===== src/design/pcst_pkg.sv =====
// ----------------------------------------------------------------------------
// pcst_pkg
// Shared types and constants of the probability-chain segment tree: payload
// structs, status codes, controller states and datapath commands.
// ----------------------------------------------------------------------------
package pcst_pkg;

    localparam int TREE_LEAVES = 1024;
    localparam int LEAF_W      = $clog2(TREE_LEAVES);
    localparam int NODE_W      = LEAF_W + 1;
    localparam int IDX_W       = NODE_W + 1;
    localparam int FRAC_W      = 32;
    localparam int Q_W         = FRAC_W + 1;
    localparam int CNT_W       = 11;
    localparam int POS_W       = 10;
    localparam int DIV_W       = $clog2(FRAC_W);

    localparam logic [Q_W-1:0] Q_ONE = {1'b1, {FRAC_W{1'b0}}};

    localparam logic [CNT_W-1:0] LEAF_COUNT_RESET = CNT_W'(TREE_LEAVES);

    localparam logic KIND_UPDATE = 1'b0;
    localparam logic KIND_QUERY  = 1'b1;

    localparam logic [1:0] ST_OK   = 2'd0;
    localparam logic [1:0] ST_BAD  = 2'd1;
    localparam logic [1:0] ST_ZDEN = 2'd2;

    typedef struct packed {
        logic             kind;
        logic [POS_W-1:0] position;
        logic [POS_W-1:0] range_start;
        logic [CNT_W-1:0] range_end;
        logic [Q_W-1:0]   success_prob;
    } pcst_in_t;

    typedef struct packed {
        logic [Q_W-1:0] pass_prob;
        logic [Q_W-1:0] back_prob;
        logic [1:0]     status;
    } pcst_out_t;

    typedef enum logic [4:0] {
        S_CLEAR, S_IDLE, S_START, U_LEAF, U_RD0, U_RD1, U_CAP,
        C_MUL1, C_DEN, C_DIV, C_MUL2, C_MUL3, C_MUL4, C_FIN, C_POST,
        Q_TEST, Q_RDL, Q_CAPL, Q_RTEST, Q_RDR, Q_CAPR, Q_SHIFT, Q_FINAL,
        S_DONE
    } state_t;

    typedef enum logic [1:0] {
        CTX_UPD, CTX_QL, CTX_QR, CTX_QF
    } ctx_t;

    typedef enum logic [4:0] {
        OP_NONE, OP_CLEAR, OP_CAPTURE, OP_START, OP_LEAF_WR,
        OP_RD_CH0, OP_RD_CH1, OP_CAP_UPD,
        OP_MUL_DEN, OP_DEN, OP_DIV, OP_MUL_PASS, OP_MUL_BK1, OP_MUL_BK2, OP_FIN,
        OP_PAR_WR, OP_RD_L, OP_CAP_QL, OP_RD_R, OP_CAP_QR, OP_LOAD_FINAL,
        OP_POST_QL, OP_POST_QR, OP_SHIFT, OP_OUT
    } op_t;

    typedef struct packed {
        op_t op;
    } pcst_cmd_t;

    typedef struct packed {
        logic clr_last;
        logic bad;
        logic is_query;
        logic den_trivial;
        logic div_last;
        logic n_is_root;
        logic l_lt_r;
        logic l_odd;
        logic r_odd;
        logic out_busy;
    } pcst_sts_t;

endpackage


===== src/design/pcst_ctrl.sv =====
// ----------------------------------------------------------------------------
// pcst_ctrl
// Controller of the segment tree: sequences the clearing pass, leaf updates,
// range queries and the steps of each merge through datapath commands.
// ----------------------------------------------------------------------------
module pcst_ctrl (
    input  logic                clk,
    input  logic                rst_n,
    input  logic                req_valid,
    output logic                req_ready,
    input  pcst_pkg::pcst_sts_t sts,
    output pcst_pkg::pcst_cmd_t cmd
);

    pcst_pkg::state_t state_reg;
    pcst_pkg::state_t state_next;
    pcst_pkg::ctx_t   ctx_reg;
    pcst_pkg::ctx_t   ctx_next;

    always_ff @(posedge clk or negedge rst_n)
    begin
        if (!rst_n)
        begin
            state_reg <= pcst_pkg::S_CLEAR;
            ctx_reg   <= pcst_pkg::CTX_UPD;
        end
        else
        begin
            state_reg <= state_next;
            ctx_reg   <= ctx_next;
        end
    end

    always_comb
    begin
        state_next = state_reg;
        ctx_next   = ctx_reg;
        unique case (state_reg)
            pcst_pkg::S_CLEAR:
                if (sts.clr_last) state_next = pcst_pkg::S_IDLE;
            pcst_pkg::S_IDLE:
                if (req_valid) state_next = pcst_pkg::S_START;
            pcst_pkg::S_START:
                if (sts.bad) state_next = pcst_pkg::S_DONE;
                else if (sts.is_query) state_next = pcst_pkg::Q_TEST;
                else state_next = pcst_pkg::U_LEAF;
            pcst_pkg::U_LEAF:
                state_next = pcst_pkg::U_RD0;
            pcst_pkg::U_RD0:
                state_next = pcst_pkg::U_RD1;
            pcst_pkg::U_RD1:
                state_next = pcst_pkg::U_CAP;
            pcst_pkg::U_CAP:
            begin
                state_next = pcst_pkg::C_MUL1;
                ctx_next   = pcst_pkg::CTX_UPD;
            end
            pcst_pkg::C_MUL1:
                state_next = pcst_pkg::C_DEN;
            pcst_pkg::C_DEN:
                state_next = sts.den_trivial ? pcst_pkg::C_MUL2 : pcst_pkg::C_DIV;
            pcst_pkg::C_DIV:
                if (sts.div_last) state_next = pcst_pkg::C_MUL2;
            pcst_pkg::C_MUL2:
                state_next = pcst_pkg::C_MUL3;
            pcst_pkg::C_MUL3:
                state_next = pcst_pkg::C_MUL4;
            pcst_pkg::C_MUL4:
                state_next = pcst_pkg::C_FIN;
            pcst_pkg::C_FIN:
                state_next = pcst_pkg::C_POST;
            pcst_pkg::C_POST:
                unique case (ctx_reg)
                    pcst_pkg::CTX_UPD:
                        state_next = sts.n_is_root ? pcst_pkg::S_DONE : pcst_pkg::U_RD0;
                    pcst_pkg::CTX_QL: state_next = pcst_pkg::Q_RTEST;
                    pcst_pkg::CTX_QR: state_next = pcst_pkg::Q_SHIFT;
                    default:          state_next = pcst_pkg::S_DONE;
                endcase
            pcst_pkg::Q_TEST:
                if (sts.l_lt_r && sts.l_odd) state_next = pcst_pkg::Q_RDL;
                else if (sts.l_lt_r) state_next = pcst_pkg::Q_RTEST;
                else state_next = pcst_pkg::Q_FINAL;
            pcst_pkg::Q_RDL:
                state_next = pcst_pkg::Q_CAPL;
            pcst_pkg::Q_CAPL:
            begin
                state_next = pcst_pkg::C_MUL1;
                ctx_next   = pcst_pkg::CTX_QL;
            end
            pcst_pkg::Q_RTEST:
                state_next = sts.r_odd ? pcst_pkg::Q_RDR : pcst_pkg::Q_SHIFT;
            pcst_pkg::Q_RDR:
                state_next = pcst_pkg::Q_CAPR;
            pcst_pkg::Q_CAPR:
            begin
                state_next = pcst_pkg::C_MUL1;
                ctx_next   = pcst_pkg::CTX_QR;
            end
            pcst_pkg::Q_SHIFT:
                state_next = pcst_pkg::Q_TEST;
            pcst_pkg::Q_FINAL:
            begin
                state_next = pcst_pkg::C_MUL1;
                ctx_next   = pcst_pkg::CTX_QF;
            end
            pcst_pkg::S_DONE:
                if (!sts.out_busy) state_next = pcst_pkg::S_IDLE;
            default:
                state_next = pcst_pkg::S_IDLE;
        endcase
    end

    always_comb
    begin
        cmd.op    = pcst_pkg::OP_NONE;
        req_ready = 1'b0;
        unique case (state_reg)
            pcst_pkg::S_CLEAR: cmd.op = pcst_pkg::OP_CLEAR;
            pcst_pkg::S_IDLE:
            begin
                req_ready = 1'b1;
                if (req_valid) cmd.op = pcst_pkg::OP_CAPTURE;
            end
            pcst_pkg::S_START: cmd.op = pcst_pkg::OP_START;
            pcst_pkg::U_LEAF:  cmd.op = pcst_pkg::OP_LEAF_WR;
            pcst_pkg::U_RD0:   cmd.op = pcst_pkg::OP_RD_CH0;
            pcst_pkg::U_RD1:   cmd.op = pcst_pkg::OP_RD_CH1;
            pcst_pkg::U_CAP:   cmd.op = pcst_pkg::OP_CAP_UPD;
            pcst_pkg::C_MUL1:  cmd.op = pcst_pkg::OP_MUL_DEN;
            pcst_pkg::C_DEN:   cmd.op = pcst_pkg::OP_DEN;
            pcst_pkg::C_DIV:   cmd.op = pcst_pkg::OP_DIV;
            pcst_pkg::C_MUL2:  cmd.op = pcst_pkg::OP_MUL_PASS;
            pcst_pkg::C_MUL3:  cmd.op = pcst_pkg::OP_MUL_BK1;
            pcst_pkg::C_MUL4:  cmd.op = pcst_pkg::OP_MUL_BK2;
            pcst_pkg::C_FIN:   cmd.op = pcst_pkg::OP_FIN;
            pcst_pkg::C_POST:
                unique case (ctx_reg)
                    pcst_pkg::CTX_UPD: cmd.op = pcst_pkg::OP_PAR_WR;
                    pcst_pkg::CTX_QL:  cmd.op = pcst_pkg::OP_POST_QL;
                    pcst_pkg::CTX_QR:  cmd.op = pcst_pkg::OP_POST_QR;
                    default:           cmd.op = pcst_pkg::OP_NONE;
                endcase
            pcst_pkg::Q_TEST:  cmd.op = pcst_pkg::OP_NONE;
            pcst_pkg::Q_RDL:   cmd.op = pcst_pkg::OP_RD_L;
            pcst_pkg::Q_CAPL:  cmd.op = pcst_pkg::OP_CAP_QL;
            pcst_pkg::Q_RTEST: cmd.op = pcst_pkg::OP_NONE;
            pcst_pkg::Q_RDR:   cmd.op = pcst_pkg::OP_RD_R;
            pcst_pkg::Q_CAPR:  cmd.op = pcst_pkg::OP_CAP_QR;
            pcst_pkg::Q_SHIFT: cmd.op = pcst_pkg::OP_SHIFT;
            pcst_pkg::Q_FINAL: cmd.op = pcst_pkg::OP_LOAD_FINAL;
            pcst_pkg::S_DONE:
                if (!sts.out_busy) cmd.op = pcst_pkg::OP_OUT;
            default:           cmd.op = pcst_pkg::OP_NONE;
        endcase
    end

endmodule


===== config.mk =====
export PLATFORM = sky130hd
export DESIGN_NAME = pcst_ctrl
export DESIGN_NICKNAME = d
export VERILOG_FILES = /design/src/design/pcst_pkg.sv /design/src/design/pcst_ctrl.sv
export SDC_FILE = /design/constraint.sdc
export NUM_CORES = 1
export LEC_CHECK = 0
export BUFFER_PORTS_ARGS = -buffer_cell sky130_fd_sc_hd__buf_2
export CAP_MARGIN = 15
export CORE_MARGIN = 2
export CORE_UTILIZATION = 49
export CTS_CLUSTER_DIAMETER = 40
export DETAILED_ROUTE_END_ITERATION = 10
export PLACE_DENSITY_LB_ADDON = 0.25
export RECOVER_POWER = 50
export SYNTH_ARGS = -nofsm -noshare
export SYNTH_HDL_FRONTEND = slang
export SYNTH_SLANG_ARGS = --single-unit

===== constraint.sdc =====
create_clock -name clk -period 1.6 [get_ports clk]
set_clock_uncertainty 0.2 [all_clocks]
set_input_delay 0.08 -clock clk [delete_from_list [all_inputs] [get_ports clk]]
set_output_delay 0.08 -clock clk [all_outputs]
set_load 0.01 [all_outputs]

==> summary.txt, run 1 <==
Yosys
  – Register area share after synthesis: 18.1%
  – Post-synth cell types: 46
  – Total of warnings raised by yosys: 0
  – Mapped Cells: 132
  – Area leader, netlist: dfrtp_1
  – Top cells by area, synth: dfrtp_1, ha_1, nor2_1
  – EDFF count, synth: 0
  – #FFs+latches synth: 7
  – Synth Cell Area: 966 sq um
  – Syn Area/Cell: 7.32 sq um
  – Ys flop type: dfrtp_1
  – Synth top area share: 18.1%
  – FFs w/ async S/R, synth: 100%
  – Syn Nets: 150

GRT
  – Largest net degree at the start of global routing: 16

Clock tree
  – Clk sinks: 7
  – Num CTS Buffers: 3
  – Clock tree buffer depth: 2
  – Clock Tree Root: clkbuf_4
  – Max H-tree Level: 1

Timing
  – Post-GRT worst EP: cmd[2]
  – WEP type: primary output

Placed design
  – Routability Congestion: 1.01
  – IO Port Bufs: 18
  – Detailed Place HPWL: 2560 um

Outcome
  – Exit stage: 5_1_grt
  – Status: did not finish
  – Log Error: [ERROR DPL-0038] Utilization greater than 100%, impossible to legalize

Floorplan
  – Die Span Y: 48.4 um
  – # rows: 16
  – Initial core utilization: 50.8%
  – I/O pin total: 19
  – Die width: 48.4 um
logic make-up after synthesis:
logic type,synth area share [%]
flip-flops,18.1
AO/OA/AOI/OAI,35.5
adder cells (fa/ha/maj),6.48
buffers and inverters,9.97
AND/OR/NAND/NOR,28.9
multiplexers,1.04
Yosys cell counts (all sizes together), types with 3 or more instances:
| cell | number |
|---|---|
| o21ai | 8 |
| nand2b | 4 |
| or2 | 3 |
| o22ai | 5 |
| ha | 5 |
| dfrtp | 7 |
| a211oi | 3 |
| nand2 | 10 |
| o211ai | 3 |
| nor2 | 14 |
| a31oi | 3 |
| buf | 10 |
| nor3 | 3 |
| nor2b | 6 |
| a21oi | 10 |
| inv | 8 |
per-stage QoR:
stage	cell area (sq um)	setup slack (ps)	TNS (ps)	instances	hold slack, ps
CTS	1660	-217	-1340	227	38.5
detailed placement	1340	-152	-737	206	-280
global placement	1340	-143	-506	206	-281
floorplan	978	24.3	0	132	-416
repair_timing:
item	CTS
pin swaps	18
endpoints found under the hold margin	10
setup buffers	12
gates resized for setup	42
setup endpoints to repair	12
hold buffers	5
==> run 2: changes to the inputs <==
Settings changed: CORE_AREA set to 2 2 63 65, CORE_MARGIN 2 to not set, CORE_UTILIZATION 49 to not set, CTS_CLUSTER_DIAMETER 40 to not set, DIE_AREA set to 0 0 65 67, PLACE_DENSITY_LB_ADDON 0.25 to 0.15.
Clock period 1.6 ns to 2.08 ns, I/O delays scaled along.
==> run 2 against run 1 <==
  * The flow now finishes without violations
  * Synthesized area stayed put
  * Synthesized cell count stayed put
==> summary.txt, run 2 <==
Outcome
  – Status: completed

Yosys
  – Ys flop type: dfrtp_1
  – #FFs+latches synth: 7 (unchanged)
  – Syn Nets: 150 (unchanged)
  – Top cells by area, synth: dfrtp_1, ha_1, nor2_1
  – Register area share after synthesis: 18.1% (unchanged)
  – Mapped Cells: 132 (unchanged)
  – FFs w/ async S/R, synth: 100% (unchanged)
  – Syn Area/Cell: 7.32 sq um (unchanged)
  – EDFF count, synth: 0 (unchanged)
  – Cell with the most instances after synthesis: nor2_1
  – Area leader, netlist: dfrtp_1
  – Synth top area share: 18.1% (unchanged)
  – Commonest cells in the netlist: nor2_1, a21oi_1, nand2_1
  – Total of warnings raised by yosys: 0 (unchanged)
  – Synth Cell Area: 966 sq um (unchanged)
  – Post-synth cell types: 46 (unchanged)

Clock tree
  – Clock tree buffer depth: 2 (unchanged)
  – Clock Latency Late Sink: 230 ps
  – Clock tree from TritonCTS: built
  – Max H-tree Level: 1 (unchanged)
  – Postcts setup bufs: 0 (-12)
  – Clock Tree Root: clkbuf_8
  – Num CTS Buffers: 3 (unchanged)
  – Clock Pin Slew Worst Setup and Hold Paths: 40 ps
  – Clk sinks: 7 (unchanged)

Timing
  – Max-slew headroom: 70.0%
  – Final hold vios: 0
  – Slew Viols, Final: 0
  – Setup TNS: 0 ps
  – Fmax: 0.509 GHz
  – Final min period: 1970 ps
  – Final setup violation count: 0
  – Least-Margin Pin Slew: 450 ps
  – RSZ-0062 raised after global routing: false
  – Worst Setup Slack, final: 114 ps
  – Period utilisation layout: 94.5%

Final layout
  – Layout Cells excl Fill: 204
  – Synth-to-layout area growth: 23.3%
  – Nets: 175
  – Max reg flops: 5
  – Share of cells above drive strength 1: 24.4%
  – Commonest cells after routing, fill and taps aside: buf_2, nor2_1, nand2_1, a21oi_1, buf_4
  – Fill cells: 408
  – Most common cell after layout, fill and taps aside: buf_2
  – Antenna fix cells: 0

Placed design
  – IO Port Bufs: 18 (unchanged)
  – DP Cell Count: 197 (-4.4%)
  – Routability Congestion: 0.909 (-9.9%)
  – Detailed Place HPWL: 2460 um (-3.8%)
  – Pre-CTS WS: 235 ps (+387 ps)

GRT
  – First-pass GRT wire length: 5150 um
  – Gr usage total: 15.4%
  – Vias in the first global route: 1072
  – Largest net degree at the start of global routing: 20
  – Initial antenna violation count: 0
  – Grt ovf: 0

Worst setup path
  – CP Max Fanout: 7
  – Cells on worst reg2reg path: 5
  – R2R Setup Slk: 280 ps
  – Startpoint types: flop
  – Crit end category: primary output
  – Worst Path Required: 1780 ps
  – Reg2reg start: state_reg[1]
  – Critical R2R Capture: state_reg[1]
  – Arrival time of the worst setup path: 1660 ps
  – Critical setup path kind: reg2out

Floorplan
  – Die Span Y: 67 um (+38%)
  – I/O pin total: 19 (unchanged)
  – Die width: 65 um (+34%)
  – # rows: 22 (+6)
  – Core footprint: 3610 sq um
  – Die area: 4360 sq um
  – Initial core utilization: 26.8% (-24 points)

Route
  – Final wirelength: 3100 um
  – Number of nets still failing antenna checks after routing: 0
  – TritonRoute pass-1 iters: 4
  – DRC: 0
  – DR WL/cell: 15.2 um
  – Via count: 1152
  – DR iter-0 viols: 85
  – Post-DR vias/cell: 5.65

Flow run
  – Max Cap Viol: 0

Hold path
  – Hold EP: state_reg[1]
  – Hold Path Stages: 3
  – HP Class: in2reg
  – Min-delay src: sts[0]

Pwr
  – Leak pwr: 0.499 nW
  – Worst VDD drop: 607 uV
  – Power per Cell Area: 1740 nW/um^2
[run 2: cell counts after synthesis]
No cell type changed its count.
[run 2: worst max-delay path, cell delays in order (launching register included)]
cell and delay, ps:
dfrtp_1 450, buf_4 210, nand2b_1 180, a21oi_1 80, o21ai_0 220, o31ai_1 130
buf_2 160
[run 2: area by class of cell]
cell class              instances  area [sq um]  area share (%)
clock buffers                   3          41.3            3.47
repair buffers                 30           183            15.3
multi-input cells             107           694            58.3
inverters                       8          30.0            2.52
well taps                      48          60.1            5.04
flip-flops and latches          7           178            14.9
clock inverters                 1          5.00           0.420
[run 2: cells by family after synthesis]
kind of cell	after synthesis	synth area share [%]
mux	1	1.04
simple gates	51	28.9
flops	7	18.1
fa+ha+maj	5	6.48
buf+inv	18	9.97
compound gates	50	35.5
[run 2: timing repair]
| item | in CTS | in global routing |
|---|---|---|
| hold buffers | 3 | 0 |
| setup endpoints to repair | 0 | 4 |
| gates resized for setup | 0 | 2 |
| endpoints found under the hold margin | 9 | 0 |
[run 2: report_power, final]
group / total, mW / switching [mW] / internal (mW) / leakage, nW
sequential: 0.368 / 0.159 / 0.209 / 0.0846
combinational: 1.51 / 0.854 / 0.652 / 0.389
clock: 0.196 / 0.0654 / 0.130 / 0.0255
[run 2: worst max-delay path by stage]
stage          slack, ps            to    startpoint
2_1_floorplan        440  state_reg[0]    ctx_reg[0]
3_3_place_gp         260  state_reg[0]  state_reg[4]
3_5_place_dp         240  state_reg[1]  state_reg[0]
4_1_cts               10        cmd[1]  state_reg[0]
5_1_grt               20        cmd[2]  state_reg[1]
6_report             110        cmd[2]  state_reg[1]
[run 2: layer usage]
layer	global-route usage, %	vias to the layer above	part of all wire, %
met2	25.0	42	48
met5	0	-	0
met3	4.22	7	6.4
met1	19.8	558	44
met4	4.79	0	2.1
li1	-	545	-
[run 2: through the flow]
step           utilization (%)  hold WS [ps]  instance area (sq um)  total power [mW]
2_1_floorplan                -          -392                    966              1.44
3_3_place_gp              31.0          -249                   1120              1.88
3_5_place_dp              31.0          -244                   1120              1.86
4_1_cts                   33.1          42.2                   1190              2.07
5_1_grt                   33.0          82.9                   1190              2.27
6_report                  33.0          55.9                   1190              2.07
(Power assumes the default switching activity.)
